[src/hdl/bcnam_pkg.sv]
// Shared types, codes and helpers of the block cache node age manager.
// No dependencies; every other file imports this package.
package bcnam_pkg;

    localparam int MAX_BLOCKS_DEF = 64;
    localparam int KEEP_W         = 16;
    localparam logic [15:0] AGE_GUARD    = 16'd3;
    localparam logic [15:0] RESIDENT_MIN = 16'd5;
    localparam logic [15:0] AGE_MAX      = 16'hFFFF;
    localparam logic [15:0] REFS_MAX     = 16'hFFFF;

    // opcodes
    localparam logic [1:0] OP_REF     = 2'd0;
    localparam logic [1:0] OP_RELEASE = 2'd1;
    localparam logic [1:0] OP_SWEEP   = 2'd2;

    localparam logic [1:0] MODE_PEEK = 2'd0;

    // result status codes
    localparam logic [2:0] ST_HIT     = 3'd0;
    localparam logic [2:0] ST_CREATED = 3'd1;
    localparam logic [2:0] ST_PEEK    = 3'd2;
    localparam logic [2:0] ST_UNKNOWN = 3'd3;
    localparam logic [2:0] ST_FULL    = 3'd4;
    localparam logic [2:0] ST_RANGE   = 3'd5;

    // configuration register indexes
    localparam logic [1:0] CFG_BLOCK_LOG2 = 2'd0;
    localparam logic [1:0] CFG_MEM_BYTES  = 2'd1;
    localparam logic [1:0] CFG_SLOW       = 2'd2;
    localparam logic [1:0] CFG_SRC_LEN    = 2'd3;

    typedef struct packed {
        logic [1:0]  opcode;
        logic [31:0] sample_offset;
        logic [1:0]  load_mode;
        logic [15:0] sweep_keep;
    } t_req;

    typedef struct packed {
        logic [2:0]  status;
        logic [5:0]  slot_index;
        logic [31:0] block_base;
        logic [15:0] block_refs;
        logic [6:0]  freed_count;
        logic [6:0]  block_count;
        logic [6:0]  idle_count;
    } t_res;

    typedef struct packed {
        logic [31:0] base;
        logic [15:0] refs;
        logic [15:0] age;
    } t_entry;

    // budget decision handed to the sequencer
    typedef struct packed {
        logic              need;
        logic [KEEP_W-1:0] keep;
    } t_bud;

    // clamp block size log2 to 4..22
    function automatic logic [4:0] clamp_log2(input logic [4:0] b);
        logic [4:0] r;
        r = b;
        if (r < 5'd4) r = 5'd4;
        if (r > 5'd22) r = 5'd22;
        return r;
    endfunction

endpackage

[src/hdl/bcnam_budget.sv]
// Memory budget check: decides whether idle blocks overrun the byte budget
// and how many recent ages a sweep keeps. Depends on bcnam_pkg.
module bcnam_budget #(
    parameter int CW = 7
) (
    input  logic              i_clk,
    input  logic [4:0]        i_log2,
    input  logic [31:0]       i_cap,
    input  logic              i_slow,
    input  logic [CW-1:0]     i_idle,
    input  logic [CW-1:0]     i_total,
    output bcnam_pkg::t_bud   o_bud
);
    import bcnam_pkg::*;

    localparam int MW = (CW + 22 > 33) ? CW + 23 : 34;

    logic [MW-1:0] mem_b, cap_w, over_b, n_w, keep_w, half;
    bcnam_pkg::t_bud n_bud;

    // compare idle bytes against budget and derive keep count
    always_comb begin
        mem_b  = MW'(i_idle) << i_log2;
        cap_w  = MW'(i_cap);
        n_w    = MW'(i_total);
        half   = n_w >> 1;
        over_b = (mem_b - cap_w + (cap_w >> 4)) >> i_log2;
        if (over_b > n_w) over_b = n_w;
        if (i_slow) begin
            keep_w = half + (half >> 1);
            if (keep_w < n_w - over_b) keep_w = n_w - over_b;
        end else begin
            keep_w = n_w >> 2;
        end
        if (keep_w < MW'(RESIDENT_MIN)) keep_w = MW'(RESIDENT_MIN);
        n_bud.need = (mem_b > cap_w);
        n_bud.keep = keep_w[KEEP_W-1:0];
    end

    // register the decision
    always_ff @(posedge i_clk) begin
        o_bud <= n_bud;
    end

endmodule

[config.mk]
export PLATFORM = sky130hd
export DESIGN_NAME = bcnam_budget
export DESIGN_NICKNAME = d
export VERILOG_FILES = /design/src/hdl/bcnam_pkg.sv /design/src/hdl/bcnam_budget.sv
export SDC_FILE = /design/constraint.sdc
export NUM_CORES = 1
export LEC_CHECK = 0
export ABC_CLOCK_PERIOD_IN_PS = 34000
export BUFFER_PORTS_ARGS = -buffer_cell sky130_fd_sc_hd__buf_2
export CORE_UTILIZATION = 60
export CTS_CLUSTER_DIAMETER = 120
export CTS_CLUSTER_SIZE = 14
export DETAILED_ROUTE_END_ITERATION = 8
export MAX_ROUTING_LAYER = met4
export PLACE_DENSITY = 0.8
export SYNTH_ARGS = -nofsm -noshare
export SYNTH_HDL_FRONTEND = slang
export SYNTH_SLANG_ARGS = --single-unit
export TNS_END_PERCENT = 10
[constraint.sdc]
create_clock -name i_clk -period 34 [get_ports i_clk]
set_input_delay 5.1 -clock i_clk [delete_from_list [all_inputs] [get_ports i_clk]]
set_output_delay 5.1 -clock i_clk [all_outputs]
set_load 0.03 [all_outputs]
==> Word-level counts from Yosys, hierarchy flattened <==
Index checks and enable logic that the tools add are counted.
{ "op_classes": {"n_div": 0, "n_bitwise": 0, "add_sub_neg": 4, "shift": 2, "mux": 3, "eq_ne": 0, "n_lt_le_gt_ge": 4, "n_reduce_logical": 0, "multipliers": 0} }
{ "ops": {"columns": ["operator", "count"], "rows": [
  ["$mux 34", 3],
  ["$add 34x28->34", 1],
  ["$gt 34x32->1", 1],
  ["$gt 34x7->1", 1],
  ["$lt 34x3->1 const B", 1],
  ["$lt 7x34->1", 1],
  ["$shl 7x5->34", 1],
  ["$shr 34x5->34", 1],
  ["$sub 34x32->34", 1],
  ["$sub 7x34->34", 1],
  ["$add 6x5->7", 1]
]} }
{ "totals": {"register_bits": 17, "n_memories": 0, "out_inout_bits": 17, "elab_cells": 15, "rom_bits": 0, "latch_bits": 0, "inputBits": 53, "ram_bits": 0} }

==> Depth between registers and ports, before layout <==
{ "logic_depth": {"word_depth": 11, "mapped_depth": 62, "ltp_nobuf": 54} }

==> Least setup slack after synthesis <==
No wires, ideal clock.
{ "synth_path": {"path_kind": "input-to-reg", "startpoint": "input port i_log2[1]", "endpoint": "register o_bud[1] in the netlist's numbering", "path_buffers": 9, "stages": 61, "t_arrival_ns": 15.637, "setup_time_ns": 0.115, "required_time_ns": 33.885, "path_slack_ns": 18.248, "path_cell_list": "clkbuf_1 clkbuf_1 buf_1 buf_1 clkbuf_1 mux2_2 nor2_1 a21oi_1 nand2_1 o21ai_0 nand2_1 o21ai_0 and2_1 ha_1 fa_1 buf_6 and2_4 buf_6 [25 not listed] inv_1 fa_1 inv_1 ha_1 o21a_1 o21a_1 o21a_1 o21a_1 o21ai_0 nand2b_1 a21oi_1 nor2_1 clkbuf_1 nand2_1 o21ai_0 o31ai_1 nand2_1 o21ba_2"} }
{ "synth_via": {"elab_chain_len": 11} }
{ "synth_rtl": {"columns": ["item", "line", "text"], "rows": [
  ["start: declaration", "bcnam_budget.sv:7", "input logic [4:0] i_log2,"],
  ["$shl 7x5->34", "bcnam_budget.sv:23", "mem_b = MW'(i_idle) << i_log2;"],
  ["$sub 34x32->34", "bcnam_budget.sv:27", "over_b = (mem_b - cap_w + (cap_w >> 4)) >> i_log2;"],
  ["$add 34x28->34", "bcnam_budget.sv:27", null],
  ["$shr 34x5->34 (*)", "bcnam_budget.sv:27", null],
  ["$gt 34x7->1", "bcnam_budget.sv:28", "if (over_b > n_w) over_b = n_w;"],
  ["$mux 34 (*)", "bcnam_budget.sv:28", null],
  ["$sub 7x34->34 (*)", "bcnam_budget.sv:31", "if (keep_w < n_w - over_b) keep_w = n_w - over_b;"],
  ["$lt 7x34->1", "bcnam_budget.sv:31", null],
  ["$mux 34 (*)", "bcnam_budget.sv:31", null],
  ["$mux 34 (*)", "bcnam_budget.sv:29", "if (i_slow) begin"],
  ["$lt 34x3->1", "bcnam_budget.sv:35", "if (keep_w < MW'(RESIDENT_MIN)) keep_w = MW'(RESIDENT_MIN);"],
  ["end signal: assignment", "bcnam_budget.sv:42", "o_bud <= n_bud;"],
  ["end: declaration", "bcnam_budget.sv:12", "output bcnam_pkg::t_bud o_bud"]
]} }
Mark *: on every way between the ends. The rest lies on a longest branch, timed or not.
A chain may end at the register's enable or synchronous reset.

==> Worst setup path in the final report <==
{ "layout_path": {"startpoint": "input port i_log2[0]", "endpoint": "register o_bud[1] in the netlist's numbering"} }
Same word-level chain as after synthesis.

==> results_dict.tcl <==
set metrics [dict create \
    hold_violations 0 \
    worstSetupPathType "input port to register" \
    synth_edf_count 0 \
    synth_seq_cells 17 \
    worst_ir_drop_vdd_v 0.00001729 \
    finalCritPeriodShare_pct 50.67 \
    ys_seq_area_share_pct 4.055 \
    std_cell_rows 42 \
    dp_hpwl_mm 22.08 \
    final_antenna_net_count 0 \
    clk_path_buf_depth 2 \
    h-tree-depth 1 \
    syn2layout_area_growth_pct 5.024 \
    setup_violations 0 \
    syn_area_sq_um 8393 \
    grt_util_all_layers_pct 38.46 \
    cts_resized 0 \
    routabilityCongestion 1.083 \
    grt_overflow 0 \
    async_flop_share_pct 0 \
    grt_pass1_vias 8394 \
    drt_pass1_iterations 6 \
    synth_nets 1322 \
    syn_inst 1144 \
    drtIter0Drc 1333 \
    ios 70 \
    grt_pass1_wl_mm 43.37 \
    num_vias 9178 \
    slew_violations 0 \
    min_period_ns 17.23 \
    path_max_fanout 40 \
    cp_slowest_cell "a211oi_1" \
    setup_tns_ns 0 \
    pwr-share-seq_pct 7.1 \
    slowest_delay_ns 0.75 \
    cts-root-buf "clkbuf_16" \
    p_comb_share_pct 85.6 \
    final_layout_size_suffix_gt1_share_pct 14.25 \
    hp-class "input port to register" \
    drc 0 \
    synth.distinct_cells 94 \
    grt_max_degree 54 \
    cp_top_family "compound AO/OA/AOI/OAI gates" \
    cp.required_ns 34.14 \
    final_net_count 1344 \
    grt_setup_unrepaired "false" \
    die-height_um 120.3 \
    ctsHoldBuffers 0 \
    io_buffers 69 \
    p_leak_uw 0.004052 \
    die_w_um 120.3 \
    top_regs "o_bud: 17 flops" \
    cts_tree "yes" \
    drt-total-wl_mm 27.25 \
    wl_per_cell_um 20.32 \
    worst-path-buf-inv 4 \
    status "completed" \
    setup_ws_ns 16.77 \
    tightest_slew_ns 0.9756 \
    cts_setup_buffers 0 \
    power.total_uw 327.2 \
    pre_cts_slack_ns 17.02 \
    synthFlopType "dfxtp_1" \
    swShare_pct 56.49 \
    holdWs_ns 5.179 \
    die-area_sq_um 14460 \
    diodes 0 \
    yosysWarningCount 0 \
    maxCapViolCount 0 \
    core_area_sq_um 13450 \
    endpoint_kind "register" \
    cts_buffers 3 \
    numClockSinks 17 \
    largest_reg_flops 17 \
    clk_pin_slew_ns 0.05 \
    cp_data_arrival_time_ns 17.37 \
    intPower_uw 142.4 \
    drt-vias-per-instance 6.844 \
    synth_area_per_cell_sq_um 7.337 \
    fmax_mhz 58.05 \
    relSlewSlack_pct 34.84 \
    start_util_pct 62.39 \
    antenna_found_initial 0 \
    power_switching_uw 184.8 \
    start_kind "input port" \
    pwr-share-clk_pct 7.2 \
    power_density_nw_per_um2 37.12 \
    regMostFlops "o_bud" \
]
-- Yosys cell counts, drive strengths merged (17+ instances only) --
cell,number,area share [%]
nand2,130,5.9
clkbuf,31,1.4
ha,94,14
nor3,19,1.3
mux2i,39,4.7
o21ai,70,4.4
dfxtp,17,4.1
a21o,33,3.0
a211oi,28,3.0
xnor2,19,2.0
nand3,19,1.1
buf,26,1.7
and2,21,1.6
o211ai,18,1.7
a21oi,94,6.4
inv,91,4.1
fa,31,7.4
nor2,107,4.8
-- power groups by stage --
stage	clock network (uW)	registers, uW	logic, uW
floorplan	0	29.8	200
global placement	0	23.8	267
detailed placement	0	23.8	269
CTS	23.7	23.4	271
global route	24.9	23.6	301
finish	23.7	23.4	280
-- layer usage --
layer | GRT usage [%] | vias up | part of all wire (%)
met5 | - | - | 0
met4 | 12.19 | 0 | 3.8
met3 | 5.896 | 101 | 11
met2 | 60.38 | 623 | 44
met1 | 50.67 | 4200 | 42
li1 | - | 4254 | -
-- cells in the final DEF, fill, tap and decap left out, types with 15 or more instances in the layout --
cell type / count
a21o_1: 33
o21ai_0: 58
fa_1: 31
and2_1: 20
buf_2: 69
nor2_1: 105
dfxtp_1: 17
mux2i_1: 39
a211oi_1: 20
nand2_1: 129
ha_1: 94
nor3_1: 17
nand3_1: 19
mux2_2: 15
o211ai_1: 16
nand4_1: 15
xnor2_1: 19
a21oi_1: 83
inv_1: 91
-- tightest hold or removal path, cell delays in order --
cell	delay, ns
buf_2	0.18
nand2_1	0.08
inv_1	0.03
-- per-stage QoR --
step / cell area (sq um) / util [%] / std cells
global route: 8815 / 65.52 / 1341
floorplan: 8393 / - / 1144
CTS: 8815 / 65.52 / 1341
detailed placement: 8736 / 64.94 / 1337
global placement: 8736 / 64.94 / 1337
finish: 8815 / 65.52 / 1341
-- path summary, 6_finish.rpt --
kind / from / cells after the start / endpoint
worst min-delay path: i_slow / 3 / o_bud[5]$_SDFF_PN0_
worst max-delay path: i_log2[0] / 48 / o_bud[1]$_SDFF_PN0_
-- final cells by class --
type | instances | area (sq um)
clock buffer | 4 | 78.83
fill | 1219 | 4638
inverter | 93 | 349.1
multi-input combinational | 977 | 7443
sequential | 17 | 340.3
tap | 176 | 220.2
timing repair buffer | 74 | 382.9
-- cell families (layout without fill, tap and decap cells) --
family                     count (synthesis)  count (layout)  share of synthesized area (%)
buffers and inverters                    150             171                          7.260
adders and majority gates                125             125                          21.41
xor gates and xnor gates                  31              31                          3.235
AOI/OAI and AO/OA                        372             372                          32.86
muxes                                     63              63                          8.989
DFF                                       17              17                          4.055
and+or+nand+nor                          386             386                          22.20
No activity file was read; power rests on OpenSTA's default activity.
